<file path="config.mk">
export PLATFORM = sky130hd
export DESIGN_NAME = speaker_edge_stream_tracker
export DESIGN_NICKNAME = d
export VERILOG_FILES = /design/src/hw/rtl/setrk_pkg.sv /design/src/hw/rtl/setrk_front.sv /design/src/hw/rtl/setrk_fifo.sv /design/src/hw/rtl/setrk_back.sv /design/src/hw/rtl/speaker_edge_stream_tracker.sv
export SDC_FILE = /design/constraint.sdc
export NUM_CORES = 1
export LEC_CHECK = 0
export BUFFER_PORTS_ARGS = -buffer_cell sky130_fd_sc_hd__buf_4
export CORE_UTILIZATION = 64
export CTS_CLUSTER_DIAMETER = 80
export DETAILED_ROUTE_END_ITERATION = 8
export PLACE_DENSITY = 0.95
export SLEW_MARGIN = 20
export SYNTH_ARGS = -nofsm -noshare
export SYNTH_HDL_FRONTEND = slang
export SYNTH_SLANG_ARGS = --single-unit
</file>
<file path="constraint.sdc">
create_clock -name clk -period 16.73 [get_ports clk]
set_input_delay 1.673 -clock clk [delete_from_list [all_inputs] [get_ports clk]]
set_output_delay 1.673 -clock clk [all_outputs]
set_load 0.01 [all_outputs]
</file>
<file path="src/hw/rtl/setrk_pkg.sv">
// Shared types, codes and widths of the speaker edge stream tracker.
package setrk_pkg;

  localparam int unsigned IN_TDATA_W   = 104;
  localparam int unsigned OUT_TDATA_W  = 232;
  localparam int unsigned FIFO_DEPTH   = 4;
  localparam int unsigned FIFO_PTR_W   = $clog2(FIFO_DEPTH);
  localparam int unsigned FIFO_CNT_W   = $clog2(FIFO_DEPTH + 1);
  localparam logic [6:0]  MAX_EDGES    = 7'd64;

  localparam logic CFG_IDX_VERSION  = 1'b0;
  localparam logic CFG_IDX_CAPACITY = 1'b1;

  typedef enum logic [2:0] {
    CMD_CAPS    = 3'd0,
    CMD_CONTROL = 3'd1,
    CMD_SYNC    = 3'd2,
    CMD_HEADER  = 3'd3,
    CMD_DELTA   = 3'd4,
    CMD_UNKNOWN = 3'd5,
    CMD_EMPTY   = 3'd6
  } cmd_t;

  typedef enum logic [2:0] {
    CTL_START = 3'd0,
    CTL_STOP  = 3'd1,
    CTL_RESET = 3'd2,
    CTL_HINT  = 3'd3,
    CTL_NOP   = 3'd4
  } ctl_op_t;

  typedef enum logic [2:0] {
    ST_OK          = 3'd0,
    ST_DUP         = 3'd1,
    ST_GAP         = 3'd2,
    ST_MALFORMED   = 3'd3,
    ST_OVERFLOW    = 3'd4,
    ST_BAD_VERSION = 3'd5
  } status_t;

  // Classified operation handed from the front to the back.
  typedef enum logic [3:0] {
    OP_DELTA,
    OP_EMPTY,
    OP_MALFORMED,
    OP_BAD_VERSION,
    OP_NOP,
    OP_START,
    OP_STOP,
    OP_RESET,
    OP_HINT,
    OP_SYNC,
    OP_HDR_BAD,
    OP_HDR
  } op_kind_t;

  typedef struct packed {
    op_kind_t    kind;
    logic [15:0] seq;
    logic [31:0] value;     // delta for edge items, base time otherwise
    logic        level;
    logic [6:0]  count;
    logic        over_cap;
  } op_t;

  typedef struct packed {
    logic [7:0] supported_version;
    logic [6:0] edge_capacity;
  } cfg_t;

  typedef struct packed {
    status_t     status;
    logic        edge_valid;
    logic [31:0] edge_time;
    logic        edge_level;
    logic        accepting_now;
    logic [31:0] packet_total;
    logic [31:0] malformed_total;
    logic [31:0] duplicate_total;
    logic [31:0] gap_total;
    logic [31:0] resync_total;
    logic [31:0] edge_total;
  } res_t;

endpackage

</file>
<file path="src/hw/rtl/setrk_front.sv">
// Front end: unpacks an input item and classifies it into one operation.
module setrk_front (
  input  setrk_pkg::cfg_t                        cfg,
  input  logic [2:0]                             cmd,
  input  logic [setrk_pkg::IN_TDATA_W-1:0]       tdata,
  output setrk_pkg::op_t                         op
);

  logic        ok;
  logic [7:0]  fver;
  logic [2:0]  ctl;
  logic [15:0] seq;
  logic [31:0] base;
  logic        lvl;
  logic [6:0]  cnt;
  logic [31:0] dlt;

  assign ok   = tdata[0];
  assign fver = tdata[8:1];
  assign ctl  = tdata[11:9];
  assign seq  = tdata[27:12];
  assign base = tdata[59:28];
  assign lvl  = tdata[60];
  assign cnt  = tdata[67:61];
  assign dlt  = tdata[99:68];

  always_comb begin
    op          = '0;
    op.seq      = seq;
    op.level    = lvl;
    op.count    = cnt;
    op.over_cap = cnt > cfg.edge_capacity;
    op.value    = (setrk_pkg::cmd_t'(cmd) == setrk_pkg::CMD_DELTA) ? dlt : base;
    op.kind     = setrk_pkg::OP_MALFORMED;
    unique case (setrk_pkg::cmd_t'(cmd))
      setrk_pkg::CMD_CAPS: begin
        if (ok) begin
          op.kind = setrk_pkg::OP_NOP;
        end else if (fver != 8'd0 && fver != cfg.supported_version) begin
          op.kind = setrk_pkg::OP_BAD_VERSION;
        end else begin
          op.kind = setrk_pkg::OP_MALFORMED;
        end
      end
      setrk_pkg::CMD_CONTROL: begin
        if (!ok) begin
          op.kind = setrk_pkg::OP_MALFORMED;
        end else begin
          unique case (setrk_pkg::ctl_op_t'(ctl))
            setrk_pkg::CTL_START: op.kind = setrk_pkg::OP_START;
            setrk_pkg::CTL_STOP:  op.kind = setrk_pkg::OP_STOP;
            setrk_pkg::CTL_RESET: op.kind = setrk_pkg::OP_RESET;
            setrk_pkg::CTL_HINT:  op.kind = setrk_pkg::OP_HINT;
            default:              op.kind = setrk_pkg::OP_NOP;
          endcase
        end
      end
      setrk_pkg::CMD_SYNC: begin
        op.kind = ok ? setrk_pkg::OP_SYNC : setrk_pkg::OP_MALFORMED;
      end
      setrk_pkg::CMD_HEADER: begin
        // a bad header is still ignored when not accepting; the back decides
        op.kind = (!ok || cnt > setrk_pkg::MAX_EDGES) ? setrk_pkg::OP_HDR_BAD
                                                      : setrk_pkg::OP_HDR;
      end
      setrk_pkg::CMD_DELTA: op.kind = setrk_pkg::OP_DELTA;
      setrk_pkg::CMD_EMPTY: op.kind = setrk_pkg::OP_EMPTY;
      default:              op.kind = setrk_pkg::OP_MALFORMED;
    endcase
  end

endmodule

</file>
<file path="src/hw/rtl/setrk_fifo.sv">
// Short queue of classified operations between front and back.
module setrk_fifo (
  input  logic            clk,
  input  logic            rst_n,
  input  logic            push,
  input  setrk_pkg::op_t  din,
  output logic            full,
  input  logic            pop,
  output setrk_pkg::op_t  dout,
  output logic            not_empty
);

  setrk_pkg::op_t                      mem_r [setrk_pkg::FIFO_DEPTH];
  logic [setrk_pkg::FIFO_PTR_W-1:0]    wr_ptr_r, wr_ptr_nxt;
  logic [setrk_pkg::FIFO_PTR_W-1:0]    rd_ptr_r, rd_ptr_nxt;
  logic [setrk_pkg::FIFO_CNT_W-1:0]    cnt_r, cnt_nxt;

  assign full      = cnt_r == setrk_pkg::FIFO_CNT_W'(setrk_pkg::FIFO_DEPTH);
  assign not_empty = cnt_r != '0;
  assign dout      = mem_r[rd_ptr_r];

  always_comb begin
    wr_ptr_nxt = push ? wr_ptr_r + 1'b1 : wr_ptr_r;
    rd_ptr_nxt = pop  ? rd_ptr_r + 1'b1 : rd_ptr_r;
    cnt_nxt    = cnt_r;
    if (push && !pop) begin
      cnt_nxt = cnt_r + 1'b1;
    end else if (pop && !push) begin
      cnt_nxt = cnt_r - 1'b1;
    end
  end

  always_ff @(posedge clk) begin
    if (!rst_n) begin
      wr_ptr_r <= '0;
      rd_ptr_r <= '0;
      cnt_r    <= '0;
    end else begin
      wr_ptr_r <= wr_ptr_nxt;
      rd_ptr_r <= rd_ptr_nxt;
      cnt_r    <= cnt_nxt;
    end
  end

  always_ff @(posedge clk) begin
    if (push) begin
      mem_r[wr_ptr_r] <= din;
    end
  end

endmodule

</file>
<file path="src/hw/rtl/setrk_back.sv">
// Back end: sequence tracking, timeline, counters and the output register.
module setrk_back (
  input  logic            clk,
  input  logic            rst_n,
  input  logic            op_valid,
  input  setrk_pkg::op_t  op,
  output logic            pop,
  input  logic            out_ready,
  output logic            out_valid,
  output setrk_pkg::res_t res
);

  logic        have_r, have_nxt;
  logic [15:0] exp_r, exp_nxt;
  logic        acc_r, acc_nxt;
  logic [31:0] tl_r, tl_nxt;
  logic        lvl_r, lvl_nxt;
  logic [6:0]  br_r, br_nxt;
  logic [31:0] packets_r, packets_nxt;
  logic [31:0] malformed_r, malformed_nxt;
  logic [31:0] dups_r, dups_nxt;
  logic [31:0] gaps_r, gaps_nxt;
  logic [31:0] resyncs_r, resyncs_nxt;
  logic [31:0] edges_r, edges_nxt;

  logic               out_valid_r;
  setrk_pkg::res_t    res_r, res_nxt;
  setrk_pkg::status_t status, seq_st;
  logic               ev, el;
  logic [31:0]        et;
  logic [15:0]        exp_inc;

  assign pop       = op_valid && (!out_valid_r || out_ready);
  assign out_valid = out_valid_r;
  assign res       = res_r;
  assign exp_inc   = exp_r + 16'd1;

  always_comb begin
    if (!have_r) begin
      seq_st = setrk_pkg::ST_OK;
    end else if (op.seq == exp_r) begin
      seq_st = setrk_pkg::ST_DUP;
    end else if (op.seq != exp_inc) begin
      seq_st = setrk_pkg::ST_GAP;
    end else begin
      seq_st = setrk_pkg::ST_OK;
    end
  end

  always_comb begin
    have_nxt      = have_r;
    exp_nxt       = exp_r;
    acc_nxt       = acc_r;
    tl_nxt        = tl_r;
    lvl_nxt       = lvl_r;
    br_nxt        = br_r;
    packets_nxt   = packets_r;
    malformed_nxt = malformed_r;
    dups_nxt      = dups_r;
    gaps_nxt      = gaps_r;
    resyncs_nxt   = resyncs_r;
    edges_nxt     = edges_r;
    status        = setrk_pkg::ST_OK;
    ev            = 1'b0;
    et            = 32'd0;
    el            = 1'b0;

    // any frame closes an open batch; empty frames are not packets
    if (op.kind != setrk_pkg::OP_DELTA) begin
      br_nxt = 7'd0;
      if (op.kind != setrk_pkg::OP_EMPTY) begin
        packets_nxt = packets_r + 32'd1;
      end
    end

    case (op.kind) inside
      setrk_pkg::OP_DELTA: begin
        if (br_r != 7'd0) begin
          tl_nxt    = tl_r + op.value;
          lvl_nxt   = ~lvl_r;
          edges_nxt = edges_r + 32'd1;
          br_nxt    = br_r - 7'd1;
          ev        = 1'b1;
          et        = tl_nxt;
          el        = lvl_nxt;
        end
      end
      setrk_pkg::OP_EMPTY, setrk_pkg::OP_MALFORMED: begin
        malformed_nxt = malformed_r + 32'd1;
        status        = setrk_pkg::ST_MALFORMED;
      end
      setrk_pkg::OP_BAD_VERSION: begin
        malformed_nxt = malformed_r + 32'd1;
        status        = setrk_pkg::ST_BAD_VERSION;
      end
      setrk_pkg::OP_START: acc_nxt = 1'b1;
      setrk_pkg::OP_STOP:  acc_nxt = 1'b0;
      setrk_pkg::OP_RESET: begin
        have_nxt = 1'b0;
        exp_nxt  = 16'd0;
        acc_nxt  = 1'b0;
        tl_nxt   = 32'd0;
        lvl_nxt  = 1'b0;
      end
      setrk_pkg::OP_HINT: resyncs_nxt = resyncs_r + 32'd1;
      setrk_pkg::OP_SYNC: begin
        status = seq_st;
        if (seq_st == setrk_pkg::ST_DUP) begin
          dups_nxt = dups_r + 32'd1;
        end else begin
          if (seq_st == setrk_pkg::ST_GAP) begin
            gaps_nxt = gaps_r + 32'd1;
          end
          tl_nxt      = op.value;
          lvl_nxt     = op.level;
          acc_nxt     = 1'b1;
          resyncs_nxt = resyncs_r + 32'd1;
          exp_nxt     = op.seq;
          have_nxt    = 1'b1;
        end
      end
      setrk_pkg::OP_HDR_BAD: begin
        if (acc_r) begin
          malformed_nxt = malformed_r + 32'd1;
          status        = setrk_pkg::ST_MALFORMED;
        end
      end
      setrk_pkg::OP_HDR: begin
        if (acc_r) begin
          status = seq_st;
          if (seq_st == setrk_pkg::ST_DUP) begin
            dups_nxt = dups_r + 32'd1;
          end else begin
            if (seq_st == setrk_pkg::ST_GAP) begin
              gaps_nxt    = gaps_r + 32'd1;
              resyncs_nxt = resyncs_r + 32'd1;
            end
            exp_nxt  = op.seq;
            have_nxt = 1'b1;
            tl_nxt   = op.value;
            if (op.over_cap) begin
              malformed_nxt = malformed_r + 32'd1;
              status        = setrk_pkg::ST_OVERFLOW;
            end else begin
              br_nxt = op.count;
            end
          end
        end
      end
      default: ;
    endcase

    res_nxt.status          = status;
    res_nxt.edge_valid      = ev;
    res_nxt.edge_time       = et;
    res_nxt.edge_level      = el;
    res_nxt.accepting_now   = acc_nxt;
    res_nxt.packet_total    = packets_nxt;
    res_nxt.malformed_total = malformed_nxt;
    res_nxt.duplicate_total = dups_nxt;
    res_nxt.gap_total       = gaps_nxt;
    res_nxt.resync_total    = resyncs_nxt;
    res_nxt.edge_total      = edges_nxt;
  end

  always_ff @(posedge clk) begin
    if (!rst_n) begin
      have_r      <= 1'b0;
      exp_r       <= 16'd0;
      acc_r       <= 1'b0;
      tl_r        <= 32'd0;
      lvl_r       <= 1'b0;
      br_r        <= 7'd0;
      packets_r   <= 32'd0;
      malformed_r <= 32'd0;
      dups_r      <= 32'd0;
      gaps_r      <= 32'd0;
      resyncs_r   <= 32'd0;
      edges_r     <= 32'd0;
      out_valid_r <= 1'b0;
    end else begin
      if (pop) begin
        have_r      <= have_nxt;
        exp_r       <= exp_nxt;
        acc_r       <= acc_nxt;
        tl_r        <= tl_nxt;
        lvl_r       <= lvl_nxt;
        br_r        <= br_nxt;
        packets_r   <= packets_nxt;
        malformed_r <= malformed_nxt;
        dups_r      <= dups_nxt;
        gaps_r      <= gaps_nxt;
        resyncs_r   <= resyncs_nxt;
        edges_r     <= edges_nxt;
        out_valid_r <= 1'b1;
      end else if (out_ready) begin
        out_valid_r <= 1'b0;
      end
    end
  end

  always_ff @(posedge clk) begin
    if (pop) begin
      res_r <= res_nxt;
    end
  end

endmodule

</file>
<file path="src/hw/rtl/speaker_edge_stream_tracker.sv">
// Top level of the speaker edge stream tracker: config registers, front, queue, back.
//
//   channel  | dir | handshake            | payload
//   ---------+-----+----------------------+------------------------------------------
//   in_      | in  | in_tvalid/in_tready  | tuser: command; tdata: decoded frame fields
//   out_     | out | out_tvalid/out_tready| tuser: status; tdata: edge and counters
//   cfg_     | in  | cfg_we               | cfg_index selects register, cfg_wdata value
//
// One item per cycle sustained while out_tready is held high; an accepted item is
// written to the queue and then popped by the back end into the output register.
// Reset is synchronous: tracking state and counters clear, the config registers
// return to version 1 and capacity 64. A stalled output fills the four-entry queue
// before in_tready drops.
module speaker_edge_stream_tracker (
  input  logic                                  clk,
  input  logic                                  rst_n,
  input  logic                                  in_tvalid,
  output logic                                  in_tready,
  // [0] decode_ok, [8:1] frame_version, [11:9] control_op, [27:12] sequence_req,
  // [59:28] base_time, [60] level_in, [67:61] edge_count, [99:68] delta, rest zero
  input  logic [setrk_pkg::IN_TDATA_W-1:0]      in_tdata,
  // [2:0] command
  input  logic [2:0]                            in_tuser,
  output logic                                  out_tvalid,
  input  logic                                  out_tready,
  // [0] edge_valid, [32:1] edge_time, [33] edge_level, [34] accepting_now,
  // [66:35] packet_total, [98:67] malformed_total, [130:99] duplicate_total,
  // [162:131] gap_total, [194:163] resync_total, [226:195] edge_total, rest zero
  output logic [setrk_pkg::OUT_TDATA_W-1:0]     out_tdata,
  // [2:0] status
  output logic [2:0]                            out_tuser,
  input  logic                                  cfg_we,
  input  logic                                  cfg_index,
  input  logic [7:0]                            cfg_wdata
);

  setrk_pkg::cfg_t cfg_r;
  setrk_pkg::op_t  front_op;
  setrk_pkg::op_t  queue_op;
  setrk_pkg::res_t res;
  logic            fifo_full;
  logic            fifo_not_empty;
  logic            fifo_pop;
  logic            push;

  always_ff @(posedge clk) begin
    if (!rst_n) begin
      cfg_r.supported_version <= 8'd1;
      cfg_r.edge_capacity     <= 7'd64;
    end else if (cfg_we) begin
      if (cfg_index == setrk_pkg::CFG_IDX_VERSION) begin
        cfg_r.supported_version <= cfg_wdata;
      end else begin
        cfg_r.edge_capacity <= cfg_wdata[6:0];
      end
    end
  end

  assign in_tready = !fifo_full;
  assign push      = in_tvalid && !fifo_full;

  setrk_front u_front (
    .cfg   (cfg_r),
    .cmd   (in_tuser),
    .tdata (in_tdata),
    .op    (front_op)
  );

  setrk_fifo u_fifo (
    .clk       (clk),
    .rst_n     (rst_n),
    .push      (push),
    .din       (front_op),
    .full      (fifo_full),
    .pop       (fifo_pop),
    .dout      (queue_op),
    .not_empty (fifo_not_empty)
  );

  setrk_back u_back (
    .clk       (clk),
    .rst_n     (rst_n),
    .op_valid  (fifo_not_empty),
    .op        (queue_op),
    .pop       (fifo_pop),
    .out_ready (out_tready),
    .out_valid (out_tvalid),
    .res       (res)
  );

  assign out_tuser = res.status;
  assign out_tdata = {5'd0,
                      res.edge_total,
                      res.resync_total,
                      res.gap_total,
                      res.duplicate_total,
                      res.malformed_total,
                      res.packet_total,
                      res.accepting_now,
                      res.edge_level,
                      res.edge_time,
                      res.edge_valid};

endmodule

</file>
==> qor.txt <==
Status: finished clean
EDFF count, synth: 474
Vias/cell: 6.20
XOR/XNOR Fraction of Synth Area: 0.104
Post_cts resized: 0
Largest family of logic cells by synthesized area: simple AND/OR/NAND/NOR gates
Unique masters post-synth: 83
Max Freq: 185 MHz
Async S/R FF share, synth: 0
Non-Filler Instances: 4066
I/O pin count: 358
Layer with the highest usage: met2
Post-synthesis sequential area ratio: 0.571
TritonCTS clock tree: done
Top Family by Delay on Critical Path: simple AND/OR/NAND/NOR gates
Tcrit/Tclk final: 0.324
First-pass GRT wire length: 132000 µm
Antenna violations before repair: 2
DP HPWL: 52400 µm
CTS max path bufs: 3
Leakage power: 15.4 nW
Share of cells above drive strength 1: 0.185
Adder-cell share of the synthesized area: 0.0196
RSZ-0062 raised after global routing: no
Die X: 234 µm
Worst slew pin tran: 1090 ps
# port buffers: 348
Worst VDD drop: 0.156 mV
Core Rows: 84
Final Setup Violations: 0
Top_reg_cell synth: edfxtp_1
Max-Cap Viols: 0
Initial cell density of the core: 0.653
Post-Synth Simple-Gate Area: 0.167
Power Dens Cells: 150 nW/µm²
Routed WL: 85400 µm
First-pass DRT Iterations: 6
Synth Area in Compound Gates: 0.0664
Pins Over Slew Limit: 0
Critical path type: register to register
M2 GR Usage: 0.511
DRC: 0
Vias in the first global route: 24900
Number of routed nets with antenna violations: 0
Vias post-DR: 25200
Area Growth Syn to Fin: 16.4%
Slew headroom: 0.276
Cells along the critical path: mux4_2 -> xnor2_1 -> nand4_1 -> or4_4 -> nor3_4 -> nand4_1 -> nor2_1 -> nand2_1 -> or3_1 -> a21boi_1
Final Skew: 40.7 ps
DP Cell Count: 3924
Worst setup SP type: register
Yosys Warn Count: 0
Final net count: 3487
Gpl congestion: 0.890
Met3 usage: 0.0550
Critical Path Max Stage Delay: 820 ps
Post-synth top area share: 0.412
Post-Syn Instances: 3002
Total Routing Usage GR: 0.308
Die footprint: 55000 µm²
Crit-path slowest cell: dfxtp_4
Num CTS Buffers: 75
Seq cells post-synth: 749
Final hold vios: 0
Crit-path max FO: 31
CTS root buf: clkbuf_16
Tmin final: 5420 ps
CP Capture Type: register
Mux cell area share after synthesis: 0.0517
Most frequent CP cell: nand4_1
Worst Hold Class: register to register
Setup Buffers After CTS: 0
GRT overflow: 0
Routed WL per cell: 21.0 µm
Largest net degree at the start of global routing: 157
Clock transition at path regs: 60 ps
M1 GR Usage: 0.384
Bufs and invs on worst path: 0
Synth Area per Inst: 11.5 µm²
Setup tns final: 0 ps
CTS H-tree depth: 3
Core outline area: 53000 µm²
Synth area leader: edfxtp_1
Most area-consuming cells after synthesis: edfxtp_1, dfxtp_1, xnor2_1, mux4_2, xor2_1
Synth Cell Area: 34600 µm²
Hold buffers post-CTS: 0
Critical Path AT: 5950 ps
Clock Sinks: 749
Worst-Skew Late Latency: 640 ps
Chip height: 234 µm
CP Data Required Time: 17260 ps
DRT iter0 DRCs: 2710
## where the power goes
group,switching (W),internal (W)
clock,0.000727,0.000987
sequential,0.000184,0.00240
combinational,0.00107,0.000672
## sequential cells by signal, indices dropped and copies added, names as in the netlist, 7 cells and up, named ones only
signal	count
cfg_r	15
u_back.br_r	7
u_back.dups_r	32
u_back.edges_r	32
u_back.exp_r	16
u_back.gaps_r	32
u_back.malformed_r	32
u_back.packets_r	32
u_back.res	230
u_back.resyncs_r	32
u_back.tl_r	32
u_fifo.mem_r	244
## tightest hold or removal path: cells and delay by family, from the launching register on
| family | cells | cell delay [ps] |
|---|---|---|
| compound gates | 1 | 60 |
| simple gates | 1 | 50 |
| flops | 1 | 310 |
## cells by family (layout without fill, tap and decap cells)
group / after synthesis / count (layout)
and+or+nand+nor: 1149 / 1149
DFF: 749 / 749
xor gates and xnor gates: 407 / 407
AOI/OAI and AO/OA: 362 / 362
buffers and inverters: 183 / 553
muxes: 98 / 98
adders and majority gates: 53 / 53
other: 1 / 7
## stage by stage
stage / power, W / hold WS, ps / setup slack (ps) / utilization / area [µm²]
after floorplan: 0.00364 / 432 / 6850 / - / 34600
after global placement: 0.00422 / 445 / 11740 / 0.712 / 37700
after detailed placement: 0.00430 / 466 / 11510 / 0.712 / 37700
after CTS: 0.00602 / 475 / 11380 / 0.760 / 40200
after global routing: 0.00627 / 500 / 10990 / 0.760 / 40200
final: 0.00604 / 478 / 11310 / 0.760 / 40200
## worst paths after layout
kind / startpoint / to / slack [ps] / cells past startpoint
setup / recovery: register / u_back.dups_r[31] / 11310 / 10
hold / removal: cfg_r[5] / cfg_r[5] / 480 / 2
setup reg to reg: register / u_back.dups_r[31] / 11310 / 10
hold reg to reg: cfg_r[5] / cfg_r[5] / 480 / 2
## placed cells by master (no fill, tap or decap), types with 7 or more instances in the layout
master     instances
inv_1             44
clkbuf_1           7
nor3_1            56
clkinv_1          10
mux4_2            61
nand4_1           49
nor2b_1           18
nor4_1            16
mux2_2            35
nand3_1          119
nand2_1          339
a21oi_1           67
and4_1             8
clkbuf_16         77
ha_1              51
clkbuf_8          10
dfxtp_1          273
or3_1             43
o31ai_1            7
nor2_1           194
and2_1           191
a21boi_0          51
xnor2_1          258
buf_4            365
xor2_1           147
clkinv_2          17
a21boi_1           8
o21ai_0          118
edfxtp_1         474
or2_2              9
nand2b_1           8
a21o_1            27
and3_1            61
## cell type report
cell class              instances  area (µm²)
fillers                      3103       12700
clock buffers                  94        2090
repair buffers                367        2770
inverters                      46         180
clock inverters                46         427
flip-flops and latches        749       19700
multi-input cells            2074       14200
well taps                     688         861
diodes                          2        5.00
## Yosys cell counts (all sizes together) (4+ instances only)
library cell  count
and2            192
a211oi            8
or2              11
o31ai             7
nor4             19
nand2b            8
edfxtp          474
dfxtp           275
a22o              4
nor2b            18
ha               51
nor3             58
o2111ai           4
inv              46
a31oi             6
mux4             61
o21a              6
clkbuf          107
mux2             35
and4              8
or3              43
a22oi             6
nor2            194
nand4            50
a21o             28
o221ai            6
o211ai            4
nand2           340
nor3b             7
a21oi            68
buf              30
or4               8
a21boi           60
xnor2           259
and3             65
o21ai           124
xor2            147
nand3           119
## routing by layer
metal  share of wire  vias up
met5               0        -
met2            0.49     1593
li1                -    11300
met4           0.052        0
met3           0.089      342
met1            0.37    12000
Power figures use the tool's default switching activity.
